## config.mk

```make
export PLATFORM = sky130hd
export DESIGN_NAME = lde_sum_stage
export DESIGN_NICKNAME = d
export VERILOG_FILES = /design/src/rtl/lde_pkg.sv /design/src/rtl/lde_sum_stage.sv
export SDC_FILE = /design/constraint.sdc
export NUM_CORES = 2
export LEC_CHECK = 0
export ABC_AREA = 1
export BUFFER_PORTS_ARGS = -buffer_cell sky130_fd_sc_hd__buf_2
export CAP_MARGIN = 20
export CORE_AREA = 4 4 653 655
export CTS_CLUSTER_DIAMETER = 50
export DETAILED_ROUTE_END_ITERATION = 10
export DIE_AREA = 0 0 657 659
export PLACE_DENSITY_LB_ADDON = 0.05
export SYNTH_ARGS = -nofsm -noshare
export SYNTH_HDL_FRONTEND = slang
export SYNTH_SLANG_ARGS = --single-unit
```

## constraint.sdc

```tcl
create_clock -name clock -period 70.4 [get_ports clock]
set_input_delay 10.56 -clock clock [delete_from_list [all_inputs] [get_ports clock]]
set_output_delay 10.56 -clock clock [all_outputs]
set_load 0.01 [all_outputs]
```

## src/rtl/lde_pkg.sv

```systemverilog
// shared widths, types and saturation helpers for the lorenz derivative pipeline
package lde_pkg;

   localparam int DATA_W    = 32;
   localparam int FRAC_BITS = 16;
   localparam int PROD_W    = 2 * DATA_W;
   localparam int Q_W       = PROD_W - FRAC_BITS;
   localparam int SUM_W     = Q_W + 2;
   localparam int NUM_VEC   = 3;
   localparam int CSR_IDX_W = 2;

   localparam logic signed [DATA_W-1:0] SIGMA_RESET = DATA_W'(655360);
   localparam logic signed [DATA_W-1:0] RHO_RESET   = DATA_W'(1835008);
   localparam logic signed [DATA_W-1:0] BETA_RESET  = DATA_W'(174763);

   typedef enum logic [CSR_IDX_W-1:0] {
      CSR_SIGMA   = 2'd0,
      CSR_RHO     = 2'd1,
      CSR_BETA    = 2'd2,
      CSR_TANGENT = 2'd3
   } csr_index_type;

   typedef logic signed [DATA_W-1:0] word_type;
   typedef logic signed [Q_W-1:0]    qword_type;
   typedef logic signed [SUM_W-1:0]  sword_type;

   typedef struct packed {
      word_type sigma;
      word_type rho;
      word_type beta;
      logic     tangent_en;
   } cfg_type;

   typedef struct packed {
      word_type                  pos_x;
      word_type                  pos_y;
      word_type                  pos_z;
      word_type [NUM_VEC-1:0]    tan_x;
      word_type [NUM_VEC-1:0]    tan_y;
      word_type [NUM_VEC-1:0]    tan_z;
   } in_type;

   typedef struct packed {
      word_type                  x;
      word_type                  y;
      word_type                  z;
      word_type                  dyx;
      word_type                  rmz;
      word_type [NUM_VEC-1:0]    tan_x;
      word_type [NUM_VEC-1:0]    tan_y;
      word_type [NUM_VEC-1:0]    tan_z;
      word_type [NUM_VEC-1:0]    dyx_v;
   } diff_type;

   typedef struct packed {
      qword_type                 q_sdyx;
      qword_type                 q_xrmz;
      qword_type                 q_xy;
      qword_type                 q_bz;
      word_type                  y;
      qword_type [NUM_VEC-1:0]   q_sdv;
      qword_type [NUM_VEC-1:0]   q_rva;
      qword_type [NUM_VEC-1:0]   q_xvc;
      qword_type [NUM_VEC-1:0]   q_yva;
      qword_type [NUM_VEC-1:0]   q_xvb;
      qword_type [NUM_VEC-1:0]   q_bvc;
      word_type  [NUM_VEC-1:0]   tan_y;
   } prod_type;

   typedef struct packed {
      word_type                  rate_x;
      word_type                  rate_y;
      word_type                  rate_z;
      word_type [NUM_VEC-1:0]    trate_x;
      word_type [NUM_VEC-1:0]    trate_y;
      word_type [NUM_VEC-1:0]    trate_z;
   } out_type;

   // a - b, clamped to the signed data range
   function automatic word_type sat_diff(input word_type a, input word_type b);
      logic signed [DATA_W:0] d;
      d = $signed({a[DATA_W-1], a}) - $signed({b[DATA_W-1], b});
      if (d[DATA_W] == d[DATA_W-1]) begin
         return d[DATA_W-1:0];
      end else if (d[DATA_W]) begin
         return {1'b1, {(DATA_W-1){1'b0}}};
      end else begin
         return {1'b0, {(DATA_W-1){1'b1}}};
      end
   endfunction

   // clamp a wide sum to the signed data range
   function automatic word_type sat_sum(input sword_type v);
      if (v[SUM_W-1:DATA_W-1] == '0 || v[SUM_W-1:DATA_W-1] == '1) begin
         return v[DATA_W-1:0];
      end else if (v[SUM_W-1]) begin
         return {1'b1, {(DATA_W-1){1'b0}}};
      end else begin
         return {1'b0, {(DATA_W-1){1'b1}}};
      end
   endfunction

   function automatic sword_type ext_q(input qword_type q);
      return {{(SUM_W-Q_W){q[Q_W-1]}}, q};
   endfunction

   function automatic sword_type ext_w(input word_type w);
      return {{(SUM_W-DATA_W){w[DATA_W-1]}}, w};
   endfunction

endpackage

```

## src/rtl/lde_sum_stage.sv

```systemverilog
// third stage: sums, output saturation and the result register
module lde_sum_stage import lde_pkg::*; (
   input  logic     clock,
   input  logic     reset,
   input  cfg_type  cfg,
   input  logic     in_valid,
   output logic     in_ready,
   input  prod_type in_data,
   output logic     out_valid,
   input  logic     out_ready,
   output out_type  out_data
);

   logic    valid_ff;
   logic    valid_in;
   out_type data_ff;
   out_type data_in;
   logic    load;

   assign in_ready = !valid_ff || out_ready;
   assign load     = in_valid && in_ready;
   assign valid_in = in_ready ? in_valid : valid_ff;

   always_comb begin
      data_in.rate_x = sat_sum(ext_q(in_data.q_sdyx));
      data_in.rate_y = sat_sum(ext_q(in_data.q_xrmz) - ext_w(in_data.y));
      data_in.rate_z = sat_sum(ext_q(in_data.q_xy) - ext_q(in_data.q_bz));
      for (int i = 0; i < NUM_VEC; i++) begin
         if (cfg.tangent_en) begin
            data_in.trate_x[i] = sat_sum(ext_q(in_data.q_sdv[i]));
            data_in.trate_y[i] = sat_sum(ext_q(in_data.q_rva[i])
                                         - ext_w(in_data.tan_y[i])
                                         - ext_q(in_data.q_xvc[i]));
            data_in.trate_z[i] = sat_sum(ext_q(in_data.q_yva[i])
                                         + ext_q(in_data.q_xvb[i])
                                         - ext_q(in_data.q_bvc[i]));
         end else begin
            data_in.trate_x[i] = '0;
            data_in.trate_y[i] = '0;
            data_in.trate_z[i] = '0;
         end
      end
   end

   always_ff @(posedge clock) begin
      if (reset) begin
         valid_ff <= 1'b0;
      end else begin
         valid_ff <= valid_in;
      end
      if (load) begin
         data_ff <= data_in;
      end
   end

   assign out_valid = valid_ff;
   assign out_data  = data_ff;

endmodule

```

# == After elaboration in Yosys (flattened, before gate mapping) ==
# Cells that the tools add are included.
# totals
reg_bits,385
latchBits,0
ram_bits,0
rom_bits,0
elab_cells,90
memories,0
# classes
add_sub_neg,14
n_mul,0
div_mod_pow,0
order_cmp,0
n_eq_ne,12
shifts,0
mux,24
bitwise_logic,0
reduce_logical,27
# ops
operator,n
32-bit 2-to-1 mux,24
49-bit by 48-bit subtractor with 50-bit output,6
19-bit == test (second input constant),12
19-bit logical NOT,12
48-bit by 32-bit subtractor with 49-bit output,4
48-bit by 48-bit adder with 49-bit output,3
48-bit by 48-bit subtractor with 49-bit output,1
1-bit logical OR,13
1-bit logical AND,1
1-bit logical NOT,1

# == Logic depth before layout (Yosys ltp) ==
# depth
ltp_word,5
ltp_mapped,26
mapped_depth_nobuf,25

# == Worst setup path after synthesis ==
# No wires, ideal clock.
# synth_timing
kind,input-to-reg
from,input port in_valid
to,"register data_ff (netlist bit out_data[0]), enable pin"
arrival_ns,28.990
required_time_ns,69.142
setup_slack_ns,40.151
path_stages,2
path_cell_list,inv_1 > a21oi_1
# synth_between
elab_chain_len,1
# synth_rtl
item,line,rtl
"start, declared",lde_sum_stage.sv:6,"input logic in_valid,"
1-bit logical AND,lde_sum_stage.sv:21,assign load = in_valid && in_ready;
named net load,lde_sum_stage.sv:18,logic load;
"end signal, assigned",lde_sum_stage.sv:52,data_ff <= data_in;
"end, declared",lde_sum_stage.sv:16,out_type data_ff;
# The timed path passes the listed nets, and every way through them passes these cells.
# A chain may end at the register's enable or synchronous reset.

# == Final worst setup path ==
# layout_timing
from,input port out_ready
to,output port in_ready
# layout_between
elab_chain_len,1
# layout_rtl
item,line,rtl
"start, declared",lde_sum_stage.sv:10,"input logic out_ready,"
1-bit logical OR,lde_sum_stage.sv:20,assign in_ready = !valid_ff || out_ready;
"end, declared",lde_sum_stage.sv:7,"output logic in_ready,"
# No other way between the ends.

==> flow_metrics.tcl <==
set metrics [dict create \
    seqCellArea_um2 11550 \
    start_kind "input port" \
    path_clk_slew_ns 0.05 \
    crit_family "buffers and inverters" \
    ioPinCount 1671 \
    max_freq_mhz 45.98 \
    cts_setup_buffers 0 \
    die_y_um 659 \
    synth_edf_count 384 \
    synthArstFlopShare_pct 0 \
    yosysSeqAreaShare_pct 19.49 \
    hold_ws_ns 0.5429 \
    slew_violations 0 \
    min_from "out_valid$_SDFFE_PP0N_" \
    p_leak_nw 42.03 \
    setup_violations 0 \
    cts_resized 0 \
    grt_overflow 0 \
    ys.flop_type "edfxtp_1" \
    synth_fp_nets 11620 \
    cp-end-kind "output pin" \
    avgSynthCellArea_um2 6.143 \
    multi_input_area_um2 38350 \
    synthTopCellsByArea "nand2_1 22%, edfxtp_1 19%, inv_1 15%, fa_1 9.8%, ha_1 8.4%" \
    drt-initial-drc-count 3251 \
    r2r-end "out_data[20]$_SDFFCE_PN0P_" \
    cts_tree "done" \
    drive_above_1_share_pct 17.72 \
    via_count 65600 \
    die-area_um2 433000 \
    clockBufferDepth 4 \
    fin_crit_sh_pct 30.89 \
    antenna_found_initial 143 \
    clk_latency_ns 0.84 \
    start_util_pct 14.12 \
    postSynthCellCount 9650 \
    r2r-start "out_valid$_SDFFE_PP0N_" \
    whs_path_depth 2 \
    htree_levels 3 \
    min_delay_worst_endpoint "out_valid$_SDFFE_PP0N_" \
    maxCapViolations 0 \
    path_common_cell "buf_2" \
    crit_required_ns 59.84 \
    finalHoldViolations 0 \
    drc 0 \
    critPathMaxFanout 2 \
    syn2layout_area_growth_pct 30.93 \
    reg2reg_slack_ns 67.06 \
    rows 238 \
    ys_types 53 \
    grt_max_degree 116 \
    layout_commonest_cell "nand2_1" \
    slowest_delay_ns 0.30 \
    reg2regPathDepth 4 \
    cts_hold_buffers 0 \
    yosysWarnings 0 \
    via_per_inst 3.881 \
    rsz0062_at_grt "no" \
    die_w_um 657 \
    place_ws_ns 48.60 \
    ir_worst_vdd_mv 0.01825 \
    skew_ns 0.07126 \
    ys_seq_elements 385 \
    setup_tns_ns 0 \
    port_buffers 1574 \
    cellPowerDensity_nw_per_um2 22.72 \
    clock-sinks 385 \
    netlist.area_leader.share_pct 21.61 \
    core_area_um2 419900 \
    fillCellCount 49170 \
    tightestPinTransition_ns 1.099 \
    grtUsageTotal_pct 17.56 \
    synth_top_area_cell "nand2_1" \
    criticalPathCategory "in2out" \
    path_cells "buf_2 -> inv_1 -> nand2_1 -> buf_2" \
    clock_tree.root_cell "clkbuf_16" \
    final_net_count 13230 \
    final_antenna_net_count 0 \
    syn_area_um2 59280 \
    grt_pass1_wl_mm 540.6 \
    status "complete, no violations" \
    min_period_ns 21.75 \
    grt_pass1_vias 69810 \
    cts_made_buffers 110 \
    crit_buf_inv 3 \
    wl_mm 394.9 \
    min-delay-path-class "reg2reg" \
    gp_congestion 0.9163 \
    fin_ws_ns 48.65 \
    dpl.hpwl_mm 356.1 \
    postLayoutCoreUtil_pct 18.48 \
    final_cell_mix "3405 x nand2_1, 2323 x inv_1, 1574 x buf_2" \
    cp.arrival_ns 11.19 \
    wl_per_cell_um 23.36 \
    slew_headroom_pct 26.72 \
    critical_path.slowest_cell "buf_2" \
    drt-pass1-iter-count 6 \
]
per-layer routing:
layer,GRT usage [%],wire length [um]
met5,0,181
met3,2.805,17180
met1,19.90,158000
met4,3.652,8688
met2,34.12,210900
through the flow:
stage          power (W)  instance area, um^2  instances
2_1_floorplan  0.0008591                59280       9650
3_3_place_gp    0.001247                73620      16660
6_report        0.001763                77610      16900
4_1_cts         0.001817                77510      16870
3_5_place_dp    0.001242                73620      16660
5_1_grt         0.001912                77570      16890
sequential cells by signal (all words and copies together), names as in the netlist:
name / flops
out_data: 384
out_valid: 1
cells in the mapped netlist (9+ instances only):
cell,number
nand2_1,3412
inv_1,2323
nor2_1,798
a21oi_1,558
nand3_1,416
ha_1,399
edfxtp_1,384
fa_1,290
xor2_1,176
nand4_1,138
o21ai_0,107
a21oi_2,63
xnor2_1,62
nand2_2,61
nor2_2,50
nor3_1,49
clkbuf_1,46
o21bai_1,45
a31oi_1,40
and2_1,27
buf_6,24
nand3b_1,24
nor4_1,24
o21a_1,20
buf_4,17
buf_2,11
a21o_1,9
nand3_2,9
cell families after synthesis:
family                   count (synthesis)  share of synthesized area (%)
AND/OR/NAND/NOR                       5028                          34.52
buffers and inverters                 2434                          15.89
AO/OA/AOI/OAI                          875                          8.342
adder cells (fa/ha/maj)                689                          18.22
flip-flops                             385                          19.49
XOR/XNOR                               239                          3.544
cell type report:
cell class | count | area share (%)
sequential | 385 | 14.88
clock inverter | 87 | 1.449
multi-input combinational | 6831 | 49.41
antenna | 38 | 0.1225
timing repair buffer | 1596 | 10.38
inverter | 2331 | 11.28
clock buffer | 115 | 3.571
tap | 5520 | 8.899
worst max-delay path by stage:
stage	to	start	cells past startpoint
2_1_floorplan	out_data[0]$_SDFFCE_PN0P_	in_valid	2
3_3_place_gp	in_ready	out_ready	4
3_5_place_dp	in_ready	out_ready	4
4_1_cts	in_ready	out_ready	4
5_1_grt	in_ready	out_ready	4
6_report	in_ready	out_ready	4
report_power, final:
part	internal, W	switching, W
combinational	0.000282	0.000630
sequential	0.000290	0.0000106
clock	0.000366	0.000185
total	0.000937	0.000826
worst register-to-register path: cells and delay by family (launching register included):
kind / cells / cell delay (ns)
AOI/OAI and AO/OA: 1 / 0.19
buffers and inverters: 3 / 2.29
DFF: 1 / 0.34
No activity file was read; power rests on OpenSTA's default activity.
