===== config.mk =====
export PLATFORM = sky130hd
export DESIGN_NAME = lde_csr_flat
export DESIGN_NICKNAME = d
export VERILOG_FILES = /design/src/rtl/lde_pkg.sv /design/src/rtl/lde_if.sv /design/src/rtl/lde_csr.sv /design/src/flat_wrapper.sv
export SDC_FILE = /design/constraint.sdc
export NUM_CORES = 1
export LEC_CHECK = 0
export BUFFER_PORTS_ARGS = -buffer_cell sky130_fd_sc_hd__buf_2
export CAP_MARGIN = 20
export CORE_UTILIZATION = 50
export CTS_CLUSTER_DIAMETER = 60
export CTS_CLUSTER_SIZE = 25
export DETAILED_ROUTE_END_ITERATION = 6
export PLACE_DENSITY_LB_ADDON = 0.15
export RECOVER_POWER = 100
export SYNTH_ARGS = -nofsm -noshare
export SYNTH_HDL_FRONTEND = slang
export SYNTH_SLANG_ARGS = --single-unit

===== constraint.sdc =====
create_clock -name clock -period 1.8 [get_ports clock]
set_input_delay 0.09 -clock clock [delete_from_list [all_inputs] [get_ports clock]]
set_output_delay 0.09 -clock clock [all_outputs]
set_load 0.005 [all_outputs]

===== src/rtl/lde_pkg.sv =====
// shared widths, types and saturation helpers for the lorenz derivative pipeline
package lde_pkg;

   localparam int DATA_W    = 32;
   localparam int FRAC_BITS = 16;
   localparam int PROD_W    = 2 * DATA_W;
   localparam int Q_W       = PROD_W - FRAC_BITS;
   localparam int SUM_W     = Q_W + 2;
   localparam int NUM_VEC   = 3;
   localparam int CSR_IDX_W = 2;

   localparam logic signed [DATA_W-1:0] SIGMA_RESET = DATA_W'(655360);
   localparam logic signed [DATA_W-1:0] RHO_RESET   = DATA_W'(1835008);
   localparam logic signed [DATA_W-1:0] BETA_RESET  = DATA_W'(174763);

   typedef enum logic [CSR_IDX_W-1:0] {
      CSR_SIGMA   = 2'd0,
      CSR_RHO     = 2'd1,
      CSR_BETA    = 2'd2,
      CSR_TANGENT = 2'd3
   } csr_index_type;

   typedef logic signed [DATA_W-1:0] word_type;
   typedef logic signed [Q_W-1:0]    qword_type;
   typedef logic signed [SUM_W-1:0]  sword_type;

   typedef struct packed {
      word_type sigma;
      word_type rho;
      word_type beta;
      logic     tangent_en;
   } cfg_type;

   typedef struct packed {
      word_type                  pos_x;
      word_type                  pos_y;
      word_type                  pos_z;
      word_type [NUM_VEC-1:0]    tan_x;
      word_type [NUM_VEC-1:0]    tan_y;
      word_type [NUM_VEC-1:0]    tan_z;
   } in_type;

   typedef struct packed {
      word_type                  x;
      word_type                  y;
      word_type                  z;
      word_type                  dyx;
      word_type                  rmz;
      word_type [NUM_VEC-1:0]    tan_x;
      word_type [NUM_VEC-1:0]    tan_y;
      word_type [NUM_VEC-1:0]    tan_z;
      word_type [NUM_VEC-1:0]    dyx_v;
   } diff_type;

   typedef struct packed {
      qword_type                 q_sdyx;
      qword_type                 q_xrmz;
      qword_type                 q_xy;
      qword_type                 q_bz;
      word_type                  y;
      qword_type [NUM_VEC-1:0]   q_sdv;
      qword_type [NUM_VEC-1:0]   q_rva;
      qword_type [NUM_VEC-1:0]   q_xvc;
      qword_type [NUM_VEC-1:0]   q_yva;
      qword_type [NUM_VEC-1:0]   q_xvb;
      qword_type [NUM_VEC-1:0]   q_bvc;
      word_type  [NUM_VEC-1:0]   tan_y;
   } prod_type;

   typedef struct packed {
      word_type                  rate_x;
      word_type                  rate_y;
      word_type                  rate_z;
      word_type [NUM_VEC-1:0]    trate_x;
      word_type [NUM_VEC-1:0]    trate_y;
      word_type [NUM_VEC-1:0]    trate_z;
   } out_type;

   // a - b, clamped to the signed data range
   function automatic word_type sat_diff(input word_type a, input word_type b);
      logic signed [DATA_W:0] d;
      d = $signed({a[DATA_W-1], a}) - $signed({b[DATA_W-1], b});
      if (d[DATA_W] == d[DATA_W-1]) begin
         return d[DATA_W-1:0];
      end else if (d[DATA_W]) begin
         return {1'b1, {(DATA_W-1){1'b0}}};
      end else begin
         return {1'b0, {(DATA_W-1){1'b1}}};
      end
   endfunction

   // clamp a wide sum to the signed data range
   function automatic word_type sat_sum(input sword_type v);
      if (v[SUM_W-1:DATA_W-1] == '0 || v[SUM_W-1:DATA_W-1] == '1) begin
         return v[DATA_W-1:0];
      end else if (v[SUM_W-1]) begin
         return {1'b1, {(DATA_W-1){1'b0}}};
      end else begin
         return {1'b0, {(DATA_W-1){1'b1}}};
      end
   endfunction

   function automatic sword_type ext_q(input qword_type q);
      return {{(SUM_W-Q_W){q[Q_W-1]}}, q};
   endfunction

   function automatic sword_type ext_w(input word_type w);
      return {{(SUM_W-DATA_W){w[DATA_W-1]}}, w};
   endfunction

endpackage


===== src/rtl/lde_if.sv =====


interface lde_csr_if import lde_pkg::*; ();
   logic                 valid;
   logic                 ready;
   logic [CSR_IDX_W-1:0] index;
   logic [DATA_W-1:0]    data;

   modport source (output valid, index, data, input ready);
   modport sink (input valid, index, data, output ready);
endinterface


===== src/rtl/lde_csr.sv =====
// configuration registers for the lorenz coefficients and tangent mode
module lde_csr import lde_pkg::*; (
   input  logic    clock,
   input  logic    reset,
   lde_csr_if.sink csr_chan,
   output cfg_type cfg
);

   cfg_type cfg_ff;
   cfg_type cfg_in;

   assign csr_chan.ready = 1'b1;

   always_comb begin
      cfg_in = cfg_ff;
      if (csr_chan.valid) begin
         unique case (csr_index_type'(csr_chan.index))
            CSR_SIGMA:   cfg_in.sigma      = $signed(csr_chan.data);
            CSR_RHO:     cfg_in.rho        = $signed(csr_chan.data);
            CSR_BETA:    cfg_in.beta       = $signed(csr_chan.data);
            CSR_TANGENT: cfg_in.tangent_en = csr_chan.data[0];
         endcase
      end
   end

   always_ff @(posedge clock) begin
      if (reset) begin
         cfg_ff.sigma      <= SIGMA_RESET;
         cfg_ff.rho        <= RHO_RESET;
         cfg_ff.beta       <= BETA_RESET;
         cfg_ff.tangent_en <= 1'b1;
      end else begin
         cfg_ff <= cfg_in;
      end
   end

   assign cfg = cfg_ff;

endmodule


===== src/flat_wrapper.sv =====
// flat-port wrapper written by rule: the top's interface ports become plain ports
module lde_csr_flat import lde_pkg::*;
  (clock, reset, cfg, csr_chan_valid, csr_chan_index, csr_chan_data, csr_chan_ready);
  lde_csr_if csr_chan_i ();
  input  logic clock;
  input  logic reset;
  output cfg_type cfg;
  input wire logic [$bits(csr_chan_i.valid)-1:0] csr_chan_valid;
  input wire logic [$bits(csr_chan_i.index)-1:0] csr_chan_index;
  input wire logic [$bits(csr_chan_i.data)-1:0] csr_chan_data;
  output wire logic [$bits(csr_chan_i.ready)-1:0] csr_chan_ready;
  assign csr_chan_i.valid = csr_chan_valid;
  assign csr_chan_i.index = csr_chan_index;
  assign csr_chan_i.data = csr_chan_data;
  assign csr_chan_ready = csr_chan_i.ready;
  lde_csr u_core (.clock(clock), .reset(reset), .csr_chan(csr_chan_i), .cfg(cfg));
endmodule

* After elaboration in Yosys (flattened, before gate mapping) *
Cells that the tools add are included.

word-level totals
  latch bits = 0
  memory bits (read-only) = 0
  memories kept = 0
  memory bits (writable) = 0
  bits in registers = 97

cells by class
  $lt $le $gt $ge = 0
  eq/ne operators = 3
  multiply operators = 0
  shifts and indexed selects = 0
  add/subtract/negate cells = 0
  mux-type cells = 0
  divide/modulo/power cells = 0
  bitwise operators = 0
  reductions and logical operators = 5

operators with widths
  cell                  number
  $reduce_and A2 Y1     4
  $eq A2 B2 Y1 const B  2
  $eq A2 B1 Y1 const B  1
  $logic_not A2 Y1      1

* Longest topological paths before layout *
Gate-level depths: netlist of run 1.

  depth after elaboration = 2
  gate-level depth with buffers = 5
  depth with buffers taken out = 2

* Worst setup path before layout of run 1 *
Ideal clock, no wire load.

  path type = input port to flip-flop
  from = in csr_chan_index[1]
  to = reg u_core.cfg_ff, in the netlist u_core.cfg[88]
  data required time = 1.681 ns
  buffers on the path = 1
  arrival = 0.719 ns
  slack = 0.961 ns
  stages on the path = 3
  cells stage by stage = or3b_1 -> buf_6 -> mux2i_1

between the ends
  cells in the longest elaborated chain, start to end = 2

ends and longest elaborated chain
  what                         line               RTL
  start, declared              flat_wrapper.sv:9  input wire logic [$bits(csr_chan_i.index)-1:0] csr_chan_index;
  $logic_not A2 Y1             lde_csr.sv:17      unique case (csr_index_type'(csr_chan.index))
  $reduce_and A2 Y1 (no line)  -
  end signal, assigned         lde_csr.sv:33      cfg_ff <= cfg_in;
  end, declared                lde_csr.sv:9       cfg_type cfg_ff;

No other way between the ends.
A chain may end at the register's enable or synchronous reset.

==> flow_summary.yaml, run 1 <==
outcome:
  status: "finished clean"
worst_setup_path:
  crit_arrival_ns: 1.42
  crit_required_ns: 2.03
  cp-start-kind: "input pin"
  crit_path_cell_trace: "buf_2, clkbuf_4, nand2b_1, mux2i_1"
  path_class: "input pin to register"
  cp_slowest_stage_delay_ns: 0.83
  critPathMaxFanout: 142
  crit_slowest_cell: "clkbuf_4"
  worst_setup_path_end_kind: "register"
synthesis:
  synth.distinct_cells: 16
  yosys_warnings: 0
  syn-cell-area_mm2: 0.00396
  avgSynthCellArea_um2: 10.7
  ys_seq_area_share_pct: 49.0
  netlist_instances: 369
  ys_ff_latch: 97
  synth_fp_nets: 406
detailed_routing:
  totalWireLength_um: 8170
  route.met2.wl_um: 3850
  via_per_inst: 4.77
  wire_per_inst_um: 13.5
  wl_met1_um: 3800
  first_pass_iters: 4
  wl_met3_um: 421
  ant_nets: 0
  drtIter0Drc: 98
  vias: 2883
  highest_layer: "met4"
  drc: 0
final_layout:
  fill_cells: 682
  postLayoutCoreUtil_pct: 63.3
  drive_above_1_share_pct: 21.7
  largest_reg_flops: 97
  final_cell_mix: "113 x nand2b_1, 97 x dfxtp_1, 96 x mux2i_1"
  final_cell_area_mm2: 0.00486
  diodes: 0
  syn2layout_area_growth_pct: 22.8
  final_common_cell: "nand2b_1"
  final_nets: 535
flow_run:
  maxCapViolCount: 0
min_path:
  hp-class: "input pin to register"
clock_network:
  clock_latency_ns: 0.35
  clock-sinks: 97
  cts_made_buffers: 9
  postCtsHoldBufs: 5
  htree_levels: 3
  cts_setup_buffers: 0
  cts_buffer_depth: 2
  cts_root_buf: "clkbuf_8"
  clkSlewWorstSetupHoldPaths_ns: 0.09
  post_cts_resized: 0
  cts_tree: "yes"
power:
  powerDensity_mw_per_mm2: 892
  p_leak_nw: 2.26
  vdd_ir_drop_max_v: 0.000489
die:
  io_pins: 135
  initial_utilization_pct: 51.5
  core_area_mm2: 0.00769
  rows: 32
  dieArea_mm2: 0.00828
  die_h_um: 91.0
  fp.dieW_um: 91.0
placed_design:
  dpl-instance-area_mm2: 0.00465
  dp_hpwl_um: 5520
  place_congestion: 0.779
  io_buffer_count: 133
  dp_slack_ns: 0.574
global_routing:
  overflow: 0
  grt_pass1_wl_um: 13000
  antenna_found_initial: 0
  grt_pass1_vias: 2636
  track_usage_pct: 19.5
  grt_max_degree: 143
sta:
  timing.fmax_mhz: 838
  worstMarginPinSlew_ns: 1.09
  fin_setup_tns_ns: 0
  final.setup.worst_slack_ns: 0.607
  drv_slew: 0
  hold_violations: 0
  setup_viol: 0
  slew_headroom_pct: 27.3
  whs_ns: 0.0193
  finalCritPeriodShare_pct: 66.3
  layout_min_cycle_time_ns: 1.19
  rsz0062_at_grt: "no"
  clock_skew_ns: 0
==> report_power, final <==
group	total, mW	switching (mW)	internal, mW	leakage (nW)
clock	1.68	0.723	0.960	0.120
sequential	2.26	0.0372	2.22	0.789
combinational	0.398	0.197	0.201	1.35
total	4.34	0.957	3.38	2.26
==> worst max-delay path, delay by kind of cell <==
kind | cells | cell delay, ns
muxes | 1 | 0.09
and+or+nand+nor | 1 | 0.28
buffers and inverters | 2 | 0.91
==> final timing paths <==
path	from	to	slack (ns)	depth (start not counted)
max	reset	u_core.cfg[15]	0.61	4
min	csr_chan_data[20]	u_core.cfg[53]	0.02	3
max reg2reg	u_core.cfg[0]	u_core.cfg[0]	1.08	2
min reg2reg	u_core.cfg[47]	u_core.cfg[47]	0.48	2
==> area by class of cell <==
cell class / instances / area [µm²] / area share, %
sequential: 97 / 1940 / 39.9
multi-input combinational: 245 / 1850 / 38.0
tap: 102 / 128 / 2.62
clock buffer: 11 / 141 / 2.91
clock inverter: 5 / 103 / 2.11
timing repair buffer: 145 / 701 / 14.4
==> logic make-up (layout without fill, tap and decap cells) <==
kind of cell | Yosys count | in the layout | share of synthesized area, %
other | 1 | 1 | 0.0947
buffers and inverters | 27 | 161 | 4.45
AO/OA/AOI/OAI | 2 | 2 | 0.442
multiplexers | 96 | 96 | 24.3
AND/OR/NAND/NOR | 146 | 146 | 21.7
flip-flops | 97 | 97 | 49.0
==> per-stage QoR <==
stage	cells	total power, mW
global placement	584	2.70
detailed placement	584	2.71
CTS	605	4.40
floorplan	369	2.55
global route	605	4.52
finish	605	4.34
==> cell usage after synthesis <==
library cell / count / area share [%]
a311oi_1: 1 / 0.22
a41oi_1: 1 / 0.22
and3b_1: 1 / 0.22
buf_2: 3 / 0.38
buf_4: 9 / 1.7
buf_6: 5 / 1.4
clkbuf_1: 10 / 0.95
conb_1: 1 / 0.095
dfxtp_1: 97 / 49
mux2i_1: 96 / 24
nand2b_1: 113 / 18
nand3b_1: 1 / 0.19
nand3b_2: 1 / 0.28
nor2_1: 28 / 2.7
nor3b_2: 1 / 0.32
or3b_1: 1 / 0.22
==> metal layers <==
metal | vias to the layer above | global-route usage (%)
met2 | 81 | 31.1
met5 | - | 0
met3 | 8 | 4.61
li1 | 1459 | -
met4 | 0 | 6.75
met1 | 1335 | 25.9
No activity file was read; power rests on OpenSTA's default activity.
==> inputs of run 2 (changes only) <==
==> constraint.sdc (replaced) <==
create_clock -name clock -period 1.3 [get_ports clock]
set_input_delay 0.065 -clock clock [delete_from_list [all_inputs] [get_ports clock]]
set_output_delay 0.065 -clock clock [all_outputs]
set_load 0.005 [all_outputs]
==> run 2 against run 1 <==
Critical path depth did not move; clock skew did not move; clock power rose by 33%; register-to-register slack got worse by 0.49 ns; global-route usage rose by 0.99 points; sequential share of layout area fell by 0.32 points; design area rose by 0.80%; first-iteration DRC count rose by 4.1%; core utilization rose by 0.50 points; hold slack got worse by 0.0057 ns; setup slack got worse by 0.31 ns.
==> flow_summary.yaml, run 2 (same netlist as run 1, synthesis figures left out) <==
outcome:
  status: "finished clean"
global_routing:
  grt_pass1_vias: 2810
  overflow: 0
  grt_pass1_wl_um: 13500
  grt_max_degree: 76
  track_usage_pct: 20.5
  antenna_found_initial: 0
sta:
  fin_setup_tns_ns: 0
  worstMarginPinSlew_ns: 0.655
  clock_skew_ns: 0
  drv_slew: 0
  setup_viol: 0
  rsz0062_at_grt: "no"
  timing.fmax_mhz: 997
  hold_violations: 0
  finalCritPeriodShare_pct: 77.1
  layout_min_cycle_time_ns: 1.00
  slew_headroom_pct: 56.3
detailed_routing:
  wl_met3_um: 389
  totalWireLength_um: 8320
  wl_met1_um: 3870
  first_pass_iters: 4
  route.met2.wl_um: 3980
  drc: 0
  drtIter0Drc: 102
  highest_layer: "met4"
  via_per_inst: 4.81
  vias: 2913
  ant_nets: 0
  wire_per_inst_um: 13.8
clock_network:
  cts_tree: "yes"
  clkSlewWorstSetupHoldPaths_ns: 0.08
  cts_buffer_depth: 2
  clock_latency_ns: 0.34
  cts_made_buffers: 9
  clock-sinks: 97
  htree_levels: 3
  cts_root_buf: "clkbuf_8"
placed_design:
  io_buffer_count: 133
  dpl.cell_count: 585
  dp_hpwl_um: 5640
  place_congestion: 0.704
final_layout:
  diodes: 0
  final_cell_mix: "113 x nand2b_1, 97 x dfxtp_1, 96 x mux2i_1"
  syn2layout_area_growth_pct: 23.8
  fin_cells: 605
  final_nets: 537
  drive_above_1_share_pct: 22.5
  largest_reg_flops: 97
  final_common_cell: "nand2b_1"
die:
  initial_utilization_pct: 51.5
  dieArea_mm2: 0.00828
  fp.dieW_um: 91.0
  die_h_um: 91.0
  io_pins: 135
  core_area_mm2: 0.00769
  rows: 32
power:
  p_leak_nw: 2.29
  powerDensity_mw_per_mm2: 1210
  vdd_ir_drop_max_v: 0.000646
min_path:
  hp-class: "input pin to register"
worst_setup_path:
  critPathMaxFanout: 18
  crit_arrival_ns: 1.26
  worst_setup_path_end_kind: "register"
  cp-start-kind: "input pin"
  path_class: "input pin to register"
  crit_required_ns: 1.56
flow_run:
  maxCapViolCount: 0
==> run 2: cell types whose count changed in the layout (fill, tap and decap cells not counted), moves of 3 or more <==
cell	previous run	this run
buf_12	0	3
buf_2	88	91
clkbuf_1	49	42
clkbuf_2	0	3
==> run 2: repair_timing <==
item                      CTS  global route
buffers inserted            0             0
hold buffers                6             0
resized for setup           0             0
hold endpoints to repair    6             0
==> run 2: critical path: stages <==
cell and delay, ns:
clkbuf_1 0.21, nand3b_1 0.17, clkbuf_2 0.54, mux2i_1 0.27
==> run 2: power breakdown <==
group | internal (mW) | switching (mW) | leakage (nW)
Sequential | 3.07 | 0.0540 | 0.789
Clock | 1.31 | 0.933 | 0.115
Combinational | 0.289 | 0.277 | 1.39
Total | 4.68 | 1.26 | 2.29
==> run 2: stage by stage <==
stage / hold WS, ns / power, mW / area [µm²] / setup WS (ns) / util, %
detailed placement: 0.347 / 3.77 / 4680 / 0.0985 / 60.9
floorplan: 0.196 / 3.54 / 3960 / 0.486 / -
global route: 0.0194 / 6.18 / 4900 / 0.212 / 63.8
CTS: 0.000831 / 6.02 / 4970 / 0.391 / 64.7
finish: 0.0136 / 5.94 / 4900 / 0.297 / 63.8
global placement: 0.335 / 3.76 / 4680 / 0.143 / 60.9
==> run 2: path summary, 6_finish.rpt <==
check,start,end,slack (ns),depth (start not counted)
max reg2reg,u_core.cfg[0],u_core.cfg[0],0.59,2
min reg2reg,u_core.cfg[68],u_core.cfg[68],0.47,2
max,csr_chan_index[1],u_core.cfg[42],0.30,4
min,csr_chan_data[3],u_core.cfg[68],0.01,3
==> run 2: area by class of cell <==
| type | count | area [µm²] |
|---|---|---|
| Clock buffer | 11 | 141 |
| Clock inverter | 3 | 90.1 |
| Fill cell | 712 | 2790 |
| Multi-Input combinational cell | 245 | 1840 |
| Sequential cell | 97 | 1940 |
| Tap cell | 102 | 128 |
| Timing Repair Buffer | 147 | 763 |
==> run 2: layer usage <==
metal / vias to the layer above / GRT usage [%]
met5: - / 0
met4: 0 / 6.75
met3: 7 / 4.10
met2: 81 / 35.5
met1: 1363 / 25.4
li1: 1462 / -
