===== config.mk =====
export PLATFORM = sky130hd
export DESIGN_NAME = lde_diff_stage
export DESIGN_NICKNAME = d
export VERILOG_FILES = /design/src/rtl/lde_pkg.sv /design/src/rtl/lde_diff_stage.sv
export SDC_FILE = /design/constraint.sdc
export NUM_CORES = 1
export LEC_CHECK = 0
export BUFFER_PORTS_ARGS = -buffer_cell sky130_fd_sc_hd__buf_2
export CORE_AREA = 3 3 396 398
export CTS_CLUSTER_SIZE = 12
export DETAILED_ROUTE_END_ITERATION = 6
export DIE_AREA = 0 0 399 401
export PLACE_DENSITY = 0.36
export SLEW_MARGIN = 15
export SYNTH_ARGS = -nofsm -noshare
export SYNTH_HDL_FRONTEND = slang
export SYNTH_SLANG_ARGS = --single-unit

===== constraint.sdc =====
create_clock -name clock -period 14.1 [get_ports clock]
set_clock_uncertainty 0.05 [all_clocks]
set_input_delay 1.41 -clock clock [delete_from_list [all_inputs] [get_ports clock]]
set_output_delay 1.41 -clock clock [all_outputs]
set_load 0.05 [all_outputs]

===== src/rtl/lde_pkg.sv =====
// shared widths, types and saturation helpers for the lorenz derivative pipeline
package lde_pkg;

   localparam int DATA_W    = 32;
   localparam int FRAC_BITS = 16;
   localparam int PROD_W    = 2 * DATA_W;
   localparam int Q_W       = PROD_W - FRAC_BITS;
   localparam int SUM_W     = Q_W + 2;
   localparam int NUM_VEC   = 3;
   localparam int CSR_IDX_W = 2;

   localparam logic signed [DATA_W-1:0] SIGMA_RESET = DATA_W'(655360);
   localparam logic signed [DATA_W-1:0] RHO_RESET   = DATA_W'(1835008);
   localparam logic signed [DATA_W-1:0] BETA_RESET  = DATA_W'(174763);

   typedef enum logic [CSR_IDX_W-1:0] {
      CSR_SIGMA   = 2'd0,
      CSR_RHO     = 2'd1,
      CSR_BETA    = 2'd2,
      CSR_TANGENT = 2'd3
   } csr_index_type;

   typedef logic signed [DATA_W-1:0] word_type;
   typedef logic signed [Q_W-1:0]    qword_type;
   typedef logic signed [SUM_W-1:0]  sword_type;

   typedef struct packed {
      word_type sigma;
      word_type rho;
      word_type beta;
      logic     tangent_en;
   } cfg_type;

   typedef struct packed {
      word_type                  pos_x;
      word_type                  pos_y;
      word_type                  pos_z;
      word_type [NUM_VEC-1:0]    tan_x;
      word_type [NUM_VEC-1:0]    tan_y;
      word_type [NUM_VEC-1:0]    tan_z;
   } in_type;

   typedef struct packed {
      word_type                  x;
      word_type                  y;
      word_type                  z;
      word_type                  dyx;
      word_type                  rmz;
      word_type [NUM_VEC-1:0]    tan_x;
      word_type [NUM_VEC-1:0]    tan_y;
      word_type [NUM_VEC-1:0]    tan_z;
      word_type [NUM_VEC-1:0]    dyx_v;
   } diff_type;

   typedef struct packed {
      qword_type                 q_sdyx;
      qword_type                 q_xrmz;
      qword_type                 q_xy;
      qword_type                 q_bz;
      word_type                  y;
      qword_type [NUM_VEC-1:0]   q_sdv;
      qword_type [NUM_VEC-1:0]   q_rva;
      qword_type [NUM_VEC-1:0]   q_xvc;
      qword_type [NUM_VEC-1:0]   q_yva;
      qword_type [NUM_VEC-1:0]   q_xvb;
      qword_type [NUM_VEC-1:0]   q_bvc;
      word_type  [NUM_VEC-1:0]   tan_y;
   } prod_type;

   typedef struct packed {
      word_type                  rate_x;
      word_type                  rate_y;
      word_type                  rate_z;
      word_type [NUM_VEC-1:0]    trate_x;
      word_type [NUM_VEC-1:0]    trate_y;
      word_type [NUM_VEC-1:0]    trate_z;
   } out_type;

   // a - b, clamped to the signed data range
   function automatic word_type sat_diff(input word_type a, input word_type b);
      logic signed [DATA_W:0] d;
      d = $signed({a[DATA_W-1], a}) - $signed({b[DATA_W-1], b});
      if (d[DATA_W] == d[DATA_W-1]) begin
         return d[DATA_W-1:0];
      end else if (d[DATA_W]) begin
         return {1'b1, {(DATA_W-1){1'b0}}};
      end else begin
         return {1'b0, {(DATA_W-1){1'b1}}};
      end
   endfunction

   // clamp a wide sum to the signed data range
   function automatic word_type sat_sum(input sword_type v);
      if (v[SUM_W-1:DATA_W-1] == '0 || v[SUM_W-1:DATA_W-1] == '1) begin
         return v[DATA_W-1:0];
      end else if (v[SUM_W-1]) begin
         return {1'b1, {(DATA_W-1){1'b0}}};
      end else begin
         return {1'b0, {(DATA_W-1){1'b1}}};
      end
   endfunction

   function automatic sword_type ext_q(input qword_type q);
      return {{(SUM_W-Q_W){q[Q_W-1]}}, q};
   endfunction

   function automatic sword_type ext_w(input word_type w);
      return {{(SUM_W-DATA_W){w[DATA_W-1]}}, w};
   endfunction

endpackage


===== src/rtl/lde_diff_stage.sv =====
// first stage: saturated differences that feed the multipliers
module lde_diff_stage import lde_pkg::*; (
   input  logic     clock,
   input  logic     reset,
   input  cfg_type  cfg,
   input  logic     in_valid,
   output logic     in_ready,
   input  in_type   in_data,
   output logic     out_valid,
   input  logic     out_ready,
   output diff_type out_data
);

   logic     valid_ff;
   logic     valid_in;
   diff_type data_ff;
   diff_type data_in;
   logic     load;

   assign in_ready = !valid_ff || out_ready;
   assign load     = in_valid && in_ready;
   assign valid_in = in_ready ? in_valid : valid_ff;

   always_comb begin
      data_in.x     = in_data.pos_x;
      data_in.y     = in_data.pos_y;
      data_in.z     = in_data.pos_z;
      data_in.dyx   = sat_diff(in_data.pos_y, in_data.pos_x);
      data_in.rmz   = sat_diff(cfg.rho, in_data.pos_z);
      data_in.tan_x = in_data.tan_x;
      data_in.tan_y = in_data.tan_y;
      data_in.tan_z = in_data.tan_z;
      for (int i = 0; i < NUM_VEC; i++) begin
         data_in.dyx_v[i] = sat_diff(in_data.tan_y[i], in_data.tan_x[i]);
      end
   end

   always_ff @(posedge clock) begin
      if (reset) begin
         valid_ff <= 1'b0;
      end else begin
         valid_ff <= valid_in;
      end
      if (load) begin
         data_ff <= data_in;
      end
   end

   assign out_valid = valid_ff;
   assign out_data  = data_ff;

endmodule


; Word-level counts from Yosys, hierarchy flattened
; Cells that the tools add are included.
[classes]
reduce_logical = 3
n_mux = 10
eq_ne = 5
add_sub_neg = 5
[op_table]
columns = cell, n
row1 = $mux 32, 10
row2 = $sub 32x32->33, 5
row3 = $eq 1x1->1, 5
row4 = $logic_and 1x1->1, 1
row5 = $logic_not 1->1, 1
row6 = $logic_or 1x1->1, 1
[totals]
register_bits = 545
inputBits = 485
elab_cells = 41
out_inout_bits = 546

; Depth between registers and ports, before layout
; Gate-level depths: netlist of run 1.
[depth]
depth_word = 3
depth_mapped = 15
mapped_depth_nobuf = 14

; Worst setup path after synthesis of run 1
; OpenSTA, ideal clock, no wires.
[synth_timing]
kind = in2reg
start = input out_ready
end = register data_ff, in the netlist out_data[0] (enable)
cell_stages = 2
arrival_time_ns = 14.177
path_slack_ns = -1.104
setup_time_ns = 0.978
cell_sequence = nand2b_1 and2_1
[synth_via]
elab_chain_cells = 2
[synth_lines]
columns = item, line_no
row1 = from (decl), lde_diff_stage.sv:10  ; input logic out_ready,
row2 = $logic_or 1x1->1, lde_diff_stage.sv:20  ; assign in_ready = !valid_ff || out_ready;
row3 = $logic_and 1x1->1, lde_diff_stage.sv:21  ; assign load = in_valid && in_ready;
row4 = via load, lde_diff_stage.sv:18  ; logic load;
row5 = to (signal assigned), lde_diff_stage.sv:45  ; data_ff <= data_in;
row6 = to (decl), lde_diff_stage.sv:16  ; diff_type data_ff;
; The timed path passes the listed nets, and every way through them passes these cells.
; A chain may end at the register's enable or synchronous reset.

==> run_results.csv, run 1 <==
group,metric,value,unit
pwr,switching_power,1.880,mW
logic_synthesis,ys_ff_latch,545,
floorplanning,io_pins,1031,
finish,drive_above_1_share,36.24,%
placed_design,globalplace.congestion,0.8017,
setup_path,crit_required,14360,ps
outcome,status,"complete, no violations",
timing,finalMaxSlewViolations,0,
clock_tree,post_cts_resized,0,
placed_design,placed_cell_area,0.03406,sq mm
setup_path,cp_max_fo,26,
logic_synthesis,syn_nets,2727,
grt,antenna_found_initial,25,
placed_design,place_hpwl,87.47,mm
timing,final-setup-viol-count,0,
timing,max_freq,151.5,MHz
detailed_routing,drt_first_pass_iters,5,
clock_tree,cts_buffers,72,
finish,instances_no_fill,5189,
clock_tree,postCtsHoldBufs,0,
detailed_routing,remaining_drc_errors,0,
clock_tree,htree_levels,3,
pwr,seq_power_share,38.0,%
logic_synthesis,seq_area_frac_synth,61.18,%
detailed_routing,routed_wl,109.4,mm
grt,grt_pass1_vias,21090,
logic_synthesis,syn_inst,2077,
setup_path,r2r-start,"out_valid",
clock_tree,clock_latency,670,ps
logic_synthesis,yosys_warnings,0,
clock_tree,cts_root_buf,"clkbuf_16",
logic_synthesis,synth_edf_count,544,
detailed_routing,drt_iter0_drc,1225,
flow_run,cap_viol_max_count,0,
pwr,power_density,145.8,mW/mm^2
detailed_routing,postRouteAntennaNets,0,
grt,overflow,0,
floorplanning,die_w,399,um
timing,period_share,46.83,%
timing,tns,0,ps
timing,slew_headroom,8.589,%
clock_tree,clk_path_buf_depth,3,
grt,grt_pass1_wl,152.2,mm
finish,layout.nets,3735,
pwr,p_comb_share,27.5,%
detailed_routing,wl_per_cell,21.09,um
setup_path,arrival,6860,ps
timing,setup_slack,7497,ps
finish,final_util,23.68,%
setup_path,cp-end-kind,"flop",
grt,grt.total_usage,13.08,%
logic_synthesis,syn_avg_cell_area,12.87,sq um
pwr,total_power,5.305,mW
timing,grt_setup_unrepaired,"false",
placed_design,io_buffer_count,965,
placed_design,dp.cells,5055,
worst_hold_path,hold_class,"flop to flop",
setup_path,start_kind,"input pin",
pwr,p_leak,15.37,nW
timing,finalCriticalPeriod,6603,ps
logic_synthesis,synth.cell_area,0.02673,sq mm
detailed_routing,vias,20790,
floorplanning,die_area,0.1600,sq mm
timing,hold_viol_final,0,
grt,grt_max_degree,141,
finish,syn2layout_area_growth,36.14,%
detailed_routing,viasPerCell,4.007,
timing,timing.hold.ws,496.8,ps
finish,seqCellArea,0.01636,sq mm
pwr,vdd_drop_max,96.69,uV
logic_synthesis,postSynth.asyncResetShare,0,%
setup_path,r2r_slack,10320,ps
worst_hold_path,min_path_cells,2,
logic_synthesis,ys.flop_type,"edfxtp_1",
pwr,internal-power,3.426,mW
setup_path,timing.rr.end,"out_data[40]",
setup_path,reg2reg_depth,5,
placed_design,place_ws,6667,ps
logic_synthesis,synthDistinctLibCells,93,
clock_tree,cts_tree,"built",
floorplanning,die_height,401,um
setup_path,path_class,"input pin to flop",
pwr,clockPowerShare,34.5,%
floorplanning,rows,144,
clock_tree,clkTransAtPathRegs,60,ps
worst_hold_path,hp-start,"out_valid",
finish,multi_input_area,0.009412,sq mm
worst_hold_path,min_to,"out_valid",
clock_tree,cts.sinks,545,
pwr,swShare,35.43,%
timing,tightest_slew,1363,ps
finish,design_area,0.03640,sq mm
clock_tree,postCtsSetupBuffers,0,
floorplanning,core_region_area,0.1537,sq mm
floorplanning,start_util,17.40,%
finish,num-fill-cells,16570,
-- area by class of cell --
class	count	area share, %
Tap cell	2044	7.026
Antenna cell	5	0.03438
Sequential cell	545	44.94
Clock buffer	86	5.122
Timing Repair Buffer	979	13.63
Inverter	207	2.138
Multi-Input combinational cell	1280	25.86
Clock inverter	43	1.258
-- registers in the layout, summed over array words and instances, names as in the netlist --
signal	flops
out_valid	1
out_data	544
-- critical path, cell delays in order --
cell and delay (ps):
buf_2 110, inv_1 60, ha_1 180, inv_1 60, fa_1 420, a211oi_1 1130, o21ai_0 360, a21oi_1 660
o21ai_1 120, buf_4 200, a32oi_1 480, o211a_1 250, a21oi_4 30, buf_4 260, nand2_2 800, o21ai_0 230
-- power groups by stage --
stage	clock (mW)	combinational [mW]	sequential, mW
after floorplan	0	0.498	2.57
after global placement	0	1.49	2.05
after detailed placement	0	1.48	2.05
after CTS	1.91	1.49	2.02
after global routing	1.97	1.57	2.03
final	1.83	1.46	2.01
-- layout by cell type, fill, tap and decap left out, drive strengths merged, types with 18 or more instances in the layout --
| master | count |
|---|---|
| o21ai | 135 |
| clkinv | 30 |
| clkbuf | 86 |
| xor2 | 61 |
| o21a | 46 |
| buf | 979 |
| a31oi | 19 |
| xnor2 | 74 |
| a21oi | 157 |
| a211oi | 24 |
| nor2 | 77 |
| ha | 160 |
| a21o | 78 |
| o31ai | 19 |
| inv | 208 |
| nor3 | 35 |
| maj3 | 41 |
| nand3 | 27 |
| o21bai | 18 |
| nand4 | 21 |
| edfxtp | 544 |
| nand2 | 102 |
| nand2b | 18 |
-- cell usage after synthesis (18+ instances only) --
| cell | number | area share [%] |
|---|---|---|
| o21a_1 | 46 | 1.3 |
| xor2_1 | 61 | 2.0 |
| nand3_1 | 26 | 0.49 |
| a211oi_1 | 21 | 0.59 |
| o31ai_1 | 18 | 0.51 |
| nand2b_1 | 18 | 0.42 |
| xnor2_1 | 73 | 2.4 |
| ha_1 | 160 | 7.5 |
| nor3_1 | 34 | 0.64 |
| clkbuf_1 | 31 | 0.44 |
| inv_1 | 206 | 2.9 |
| a21o_1 | 78 | 2.2 |
| nand4_1 | 21 | 0.49 |
| nand2_1 | 101 | 1.4 |
| o21bai_1 | 18 | 0.51 |
| edfxtp_1 | 544 | 61 |
| o21ai_0 | 125 | 2.3 |
| a21oi_1 | 152 | 2.8 |
| a31oi_1 | 18 | 0.42 |
| maj3_1 | 40 | 1.5 |
| nor2_1 | 75 | 1.1 |
-- metal layers --
metal,global-route usage [%],vias up,wire (um)
met1,16.38,10010,46350
met4,3.607,4,2840
met5,0,-,22
li1,-,9813,-
met3,4.625,140,9931
met2,21.19,826,50270
-- worst max path at each step --
stage           startpoint  slack [ps]            to
2_1_floorplan    out_ready        4960   out_data[0]
5_1_grt        in_data[96]        7280   out_data[5]
6_report       in_data[96]        7500  out_data[30]
4_1_cts        in_data[96]        7390  out_data[30]
3_3_place_gp   in_data[96]        6700   out_data[2]
3_5_place_dp   in_data[96]        6670   out_data[5]
-- cell families (layout without fill, tap and decap cells) --
group,after synthesis,in the layout,share of synthesized area (%)
AOI/OAI and AO/OA,582,582,14.42
DFF,545,545,61.18
and+or+nand+nor,350,350,6.529
buffers and inverters,252,1315,3.725
adders and majority gates,206,206,9.402
xor gates and xnor gates,135,135,4.451
muxes,7,7,0.2948
other,0,5,0
(Power assumes the default switching activity.)
==> run 2, diff against run 1 <==
==> constraint.sdc (replaced) <==
create_clock -name clock -period 5.4 [get_ports clock]
set_clock_uncertainty 0.05 [all_clocks]
set_input_delay 0.54 -clock clock [delete_from_list [all_inputs] [get_ports clock]]
set_output_delay 0.54 -clock clock [all_outputs]
set_load 0.05 [all_outputs]
==> run_results.csv, run 2 (synthesized netlist as in run 1, its figures left out) <==
group,metric,value,unit
setup_path,arrival,4880,ps
clock_tree,cts_buffers,74,
setup_path,cp_cell_sequence,"dlygate4sd3_1 > buf_2 > inv_1 > ha_1 > a211oi_1 > buf_4 > o21ai_0 > a21oi_1 > buf_4 > o21ai_1 > a32oi_1 > o211a_1 > a21oi_4 > nor2_4 > buf_12 > o21ai_0",
detailed_routing,routed_wl,110.9,mm
setup_path,cp_max_fo,5,
finish,drive_above_1_share,32.99,%
grt,antenna_found_initial,10,
finish,final_util,26.27,%
worst_hold_path,min_to,"out_data[233]",
floorplanning,die_w,399,um
finish,largest_reg_flops,544,
floorplanning,start_util,17.40,%
finish,layout.nets,4118,
timing,finalMaxSlewViolations,0,
finish,syn2layout_area_growth,51.03,%
detailed_routing,remaining_drc_errors,0,
pwr,power_density,354.8,mW/mm^2
timing,max_freq,224.1,MHz
detailed_routing,wl_per_cell,19.91,um
clock_tree,clk_path_buf_depth,3,
setup_path,start_kind,"input pin",
timing,final-setup-viol-count,0,
floorplanning,die_height,401,um
setup_path,timing.rr.end,"out_data[37]",
clock_tree,cts.sinks,545,
timing,finalCriticalPeriod,4463,ps
setup_path,critPathTopFamily,"compound AO/OA/AOI/OAI gates",
setup_path,path_buf_inv,6,
placed_design,io_buffer_count,965,
timing,period_share,82.65,%
finish,final_cell_mix,"buf_2 (965), edfxtp_1 (544), dlygate4sd3_1 (356), inv_1 (206), ha_1 (160)",
grt,grt_max_degree,99,
placed_design,globalplace.congestion,0.7843,
setup_path,cp-end-kind,"flop",
placed_design,place_hpwl,88.74,mm
clock_tree,clkTransAtPathRegs,60,ps
grt,grt_pass1_vias,23300,
detailed_routing,vias,22070,
floorplanning,io_pins,1031,
setup_path,reg2reg_depth,3,
setup_path,r2r_slack,3230,ps
outcome,status,"complete, no violations",
worst_hold_path,hp-start,"in_data[137]",
grt,overflow,0,
setup_path,crit_required,5820,ps
clock_tree,post_cts_resized,0,
floorplanning,rows,144,
timing,timing.hold.ws,74.77,ps
timing,tightest_slew,968.9,ps
clock_tree,postCtsSetupBuffers,0,
detailed_routing,viasPerCell,3.962,
floorplanning,core_region_area,0.1537,sq mm
flow_run,cap_viol_max_count,0,
grt,grt.total_usage,13.35,%
finish,num-fill-cells,16270,
clock_tree,cts_root_buf,"clkbuf_16",
pwr,vdd_drop_max,226.6,uV
setup_path,path_class,"input pin to flop",
worst_hold_path,min_path_cells,1,
setup_path,cp_slowest_stage_delay,720,ps
clock_tree,clock_latency,670,ps
clock_tree,cts_tree,"built",
timing,tns,0,ps
detailed_routing,drt_first_pass_iters,5,
floorplanning,die_area,0.1600,sq mm
grt,grt_pass1_wl,157.9,mm
setup_path,cpMaxStageDelayCell,"o21ai_1",
setup_path,r2r-start,"out_valid",
detailed_routing,drt_iter0_drc,1240,
timing,hold_viol_final,0,
timing,setup_slack,936.7,ps
timing,slew_headroom,34.13,%
placed_design,place_ws,843.1,ps
pwr,p_leak,17.08,nW
detailed_routing,postRouteAntennaNets,0,
worst_hold_path,hold_class,"input pin to flop",
timing,grt_setup_unrepaired,"false",
finish,mostFrequentLayoutCell,"buf_2",
clock_tree,htree_levels,3,
## run 2: stage by stage
stage	total power [mW]	cells	cell area, sq um
finish	14.33	5571	40380
detailed placement	9.256	5080	34340
floorplan	7.980	2077	26740
global route	15.05	5567	40370
global placement	9.267	5080	34340
CTS	14.64	5566	40360
## run 2: how the worst max path moves through the flow
stage                             from     endpoint  slack [ps]  depth (start not counted)
after floorplan              out_ready  out_data[0]          30                          2
after global placement     in_data[96]  out_data[6]         800                         17
after detailed placement   in_data[96]  out_data[6]         840                         17
after CTS                  in_data[96]  out_data[6]         990                         18
after global routing       in_data[96]  out_data[6]         760                         18
final                     in_data[195]  out_data[6]         940                         16
## run 2: routing by layer
layer	routed length [um]	GRT usage, %	up-vias
met4	2732	4.249	2
li1	-	-	10580
met5	13	0	-
met3	9117	4.223	119
met2	52010	22.15	770
met1	47070	16.38	10600
## run 2: power breakdown
part	total, mW	switching (mW)	internal [mW]
combinational	4.05	2.85	1.20
sequential	5.26	0.0881	5.17
clock	5.01	2.07	2.95
## run 2: final cells by class
cell class	count	area, sq um	area share (%)
diodes	5	12.51	0.03099
clock buffers	90	1912	4.735
clock inverters	40	550.5	1.363
inverters	207	778.2	1.927
multi-input cells	1280	9412	23.31
flip-flops and latches	545	16360	40.51
well taps	2044	2557	6.334
repair buffers	1360	8798	21.79
## run 2: what timing repair did
item                       CTS  global route
hold endpoints to repair   355             0
hold buffers               356             0
setup endpoints to repair    0             0
==> run 3, diff against run 2 <==
--- a/config.mk
+++ b/config.mk
@@ -10,7 +10,7 @@
 export CTS_CLUSTER_SIZE = 12
 export DETAILED_ROUTE_END_ITERATION = 6
 export DIE_AREA = 0 0 399 401
-export PLACE_DENSITY = 0.36
+export PLACE_DENSITY = 0.35
 export SLEW_MARGIN = 15
 export SYNTH_ARGS = -nofsm -noshare
 export SYNTH_HDL_FRONTEND = slang
==> constraint.sdc (replaced) <==
create_clock -name clock -period 4.3 [get_ports clock]
set_clock_uncertainty 0.05 [all_clocks]
set_input_delay 0.43 -clock clock [delete_from_list [all_inputs] [get_ports clock]]
set_output_delay 0.43 -clock clock [all_outputs]
set_load 0.05 [all_outputs]
==> run_results.csv, run 3 (synthesized netlist as in run 1, its figures left out) <==
group,metric,value,unit
timing,max_freq,247.0,MHz
grt,grt_max_degree,113,
grt,antenna_found_initial,19,
detailed_routing,routed_wl,112.8,mm
clock_tree,postCtsSetupBuffers,0,
detailed_routing,drt_iter0_drc,989,
finish,largest_reg_flops,544,
floorplanning,io_pins,1031,
floorplanning,die_area,0.1600,sq mm
setup_path,cp-end-kind,"flop",
floorplanning,core_region_area,0.1537,sq mm
placed_design,dp.cells,5116,
placed_design,place_ws,24.87,ps
timing,final-setup-viol-count,0,
finish,mostFrequentLayoutCell,"buf_2",
finish,final_util,26.52,%
floorplanning,start_util,17.40,%
setup_path,path_class,"input pin to flop",
detailed_routing,wl_per_cell,20.02,um
setup_path,critPathCapture,"out_data[30]",
timing,timing.hold.ws,63.43,ps
setup_path,r2r_slack,2310,ps
setup_path,start_kind,"input pin",
worst_hold_path,hold_class,"input pin to flop",
setup_path,startpoint,"in_data[96]",
finish,drive_above_1_share,33.30,%
detailed_routing,viasPerCell,3.930,
timing,slew_headroom,39.00,%
setup_path,reg2reg_depth,4,
floorplanning,die_height,401,um
clock_tree,cts_buffers,71,
clock_tree,cts_root_buf,"clkbuf_16",
setup_path,arrival,4390,ps
placed_design,io_buffer_count,965,
finish,design_area,0.04076,sq mm
finish,num-fill-cells,16310,
grt,grt_pass1_wl,159.3,mm
setup_path,crit_required,4640,ps
flow_run,cap_viol_max_count,0,
clock_tree,cts_tree,"built",
clock_tree,cts.sinks,545,
timing,hold_viol_final,0,
timing,grt_setup_unrepaired,"false",
pwr,vdd_drop_max,243.8,uV
detailed_routing,remaining_drc_errors,0,
finish,instances_no_fill,5635,
clock_tree,post_cts_resized,0,
pwr,power_density,433.1,mW/mm^2
clock_tree,htree_levels,3,
clock_tree,clk_path_buf_depth,3,
detailed_routing,postRouteAntennaNets,0,
placed_design,placed_cell_area,0.03462,sq mm
grt,grt.total_usage,13.56,%
placed_design,place_hpwl,91.87,mm
outcome,status,"complete, no violations",
worst_hold_path,min_path_cells,1,
clock_tree,clkTransAtPathRegs,50,ps
timing,period_share,94.15,%
finish,layout.nets,4179,
timing,finalMaxSlewViolations,0,
setup_path,timing.rr.end,"out_data[142]",
placed_design,globalplace.congestion,0.8086,
timing,tightest_slew,909.5,ps
grt,overflow,0,
setup_path,cp_max_fo,4,
detailed_routing,vias,22150,
finish,final_cell_mix,"buf_2 (965), edfxtp_1 (544), dlygate4sd3_1 (383), inv_1 (206), ha_1 (160)",
setup_path,r2r-start,"out_valid",
grt,grt_pass1_vias,23410,
floorplanning,rows,144,
clock_tree,clock_latency,640,ps
finish,syn2layout_area_growth,52.45,%
detailed_routing,drt_first_pass_iters,5,
pwr,p_leak,17.29,nW
floorplanning,die_w,399,um
timing,finalCriticalPeriod,4048,ps
timing,setup_slack,251.7,ps
==> run 3: timing repair <==
action,CTS,global route
endpoints found under the setup margin,0,0
hold buffers,383,0
endpoints found under the hold margin,382,0
==> run 3: metrics by stage <==
step / total power [mW] / setup TNS (ps)
3_5_place_dp: 11.69 / 0
5_1_grt: 18.57 / 0
6_report: 17.65 / 0
3_3_place_gp: 11.70 / 0
2_1_floorplan: 10.02 / -359160
4_1_cts: 18.05 / 0
==> run 3: final cells by class <==
cell class | count | area, sq um | share of cell area, %
inverter | 207 | 778.2 | 1.909
clock inverter | 35 | 389.1 | 0.9547
antenna | 8 | 20.02 | 0.04912
timing repair buffer | 1424 | 9366 | 22.98
sequential | 545 | 16360 | 40.13
multi-input combinational | 1280 | 9412 | 23.09
tap | 2044 | 2557 | 6.275
clock buffer | 92 | 1877 | 4.605
==> run 3: worst min path at each step <==
stage / startpoint / end
2_1_floorplan: reset / out_valid
3_3_place_gp: out_valid / out_valid
3_5_place_dp: out_valid / out_valid
4_1_cts: in_data[109] / out_data[205]
5_1_grt: in_data[107] / out_data[203]
6_report: in_data[109] / out_data[205]
==> run 3: critical path, stage by stage <==
cell           delay (ps)
dlygate4sd3_1         550
buf_2                 130
inv_1                  50
ha_1                  310
inv_1                  90
fa_1                  440
a211oi_1              270
buf_4                 170
o21ai_0               120
a21oi_1               180
buf_4                 180
o21ai_1               170
buf_4                 230
a221oi_1              350
buf_4                 200
o21bai_1               70
a31oi_1               210
xor2_1                150
o21ai_0                80
==> run 3: per-layer routing <==
| metal | global-route usage (%) | wire (um) |
|---|---|---|
| met5 | 0 | 17 |
| met3 | 4.759 | 9897 |
| met1 | 16.02 | 46480 |
| met2 | 22.70 | 53390 |
| met4 | 4.684 | 3038 |
==> run 3: power by group <==
part           total (mW)  internal, mW  switching [mW]
clock                5.87          3.47            2.40
sequential           6.63          6.50           0.132
combinational        5.15          1.58            3.57
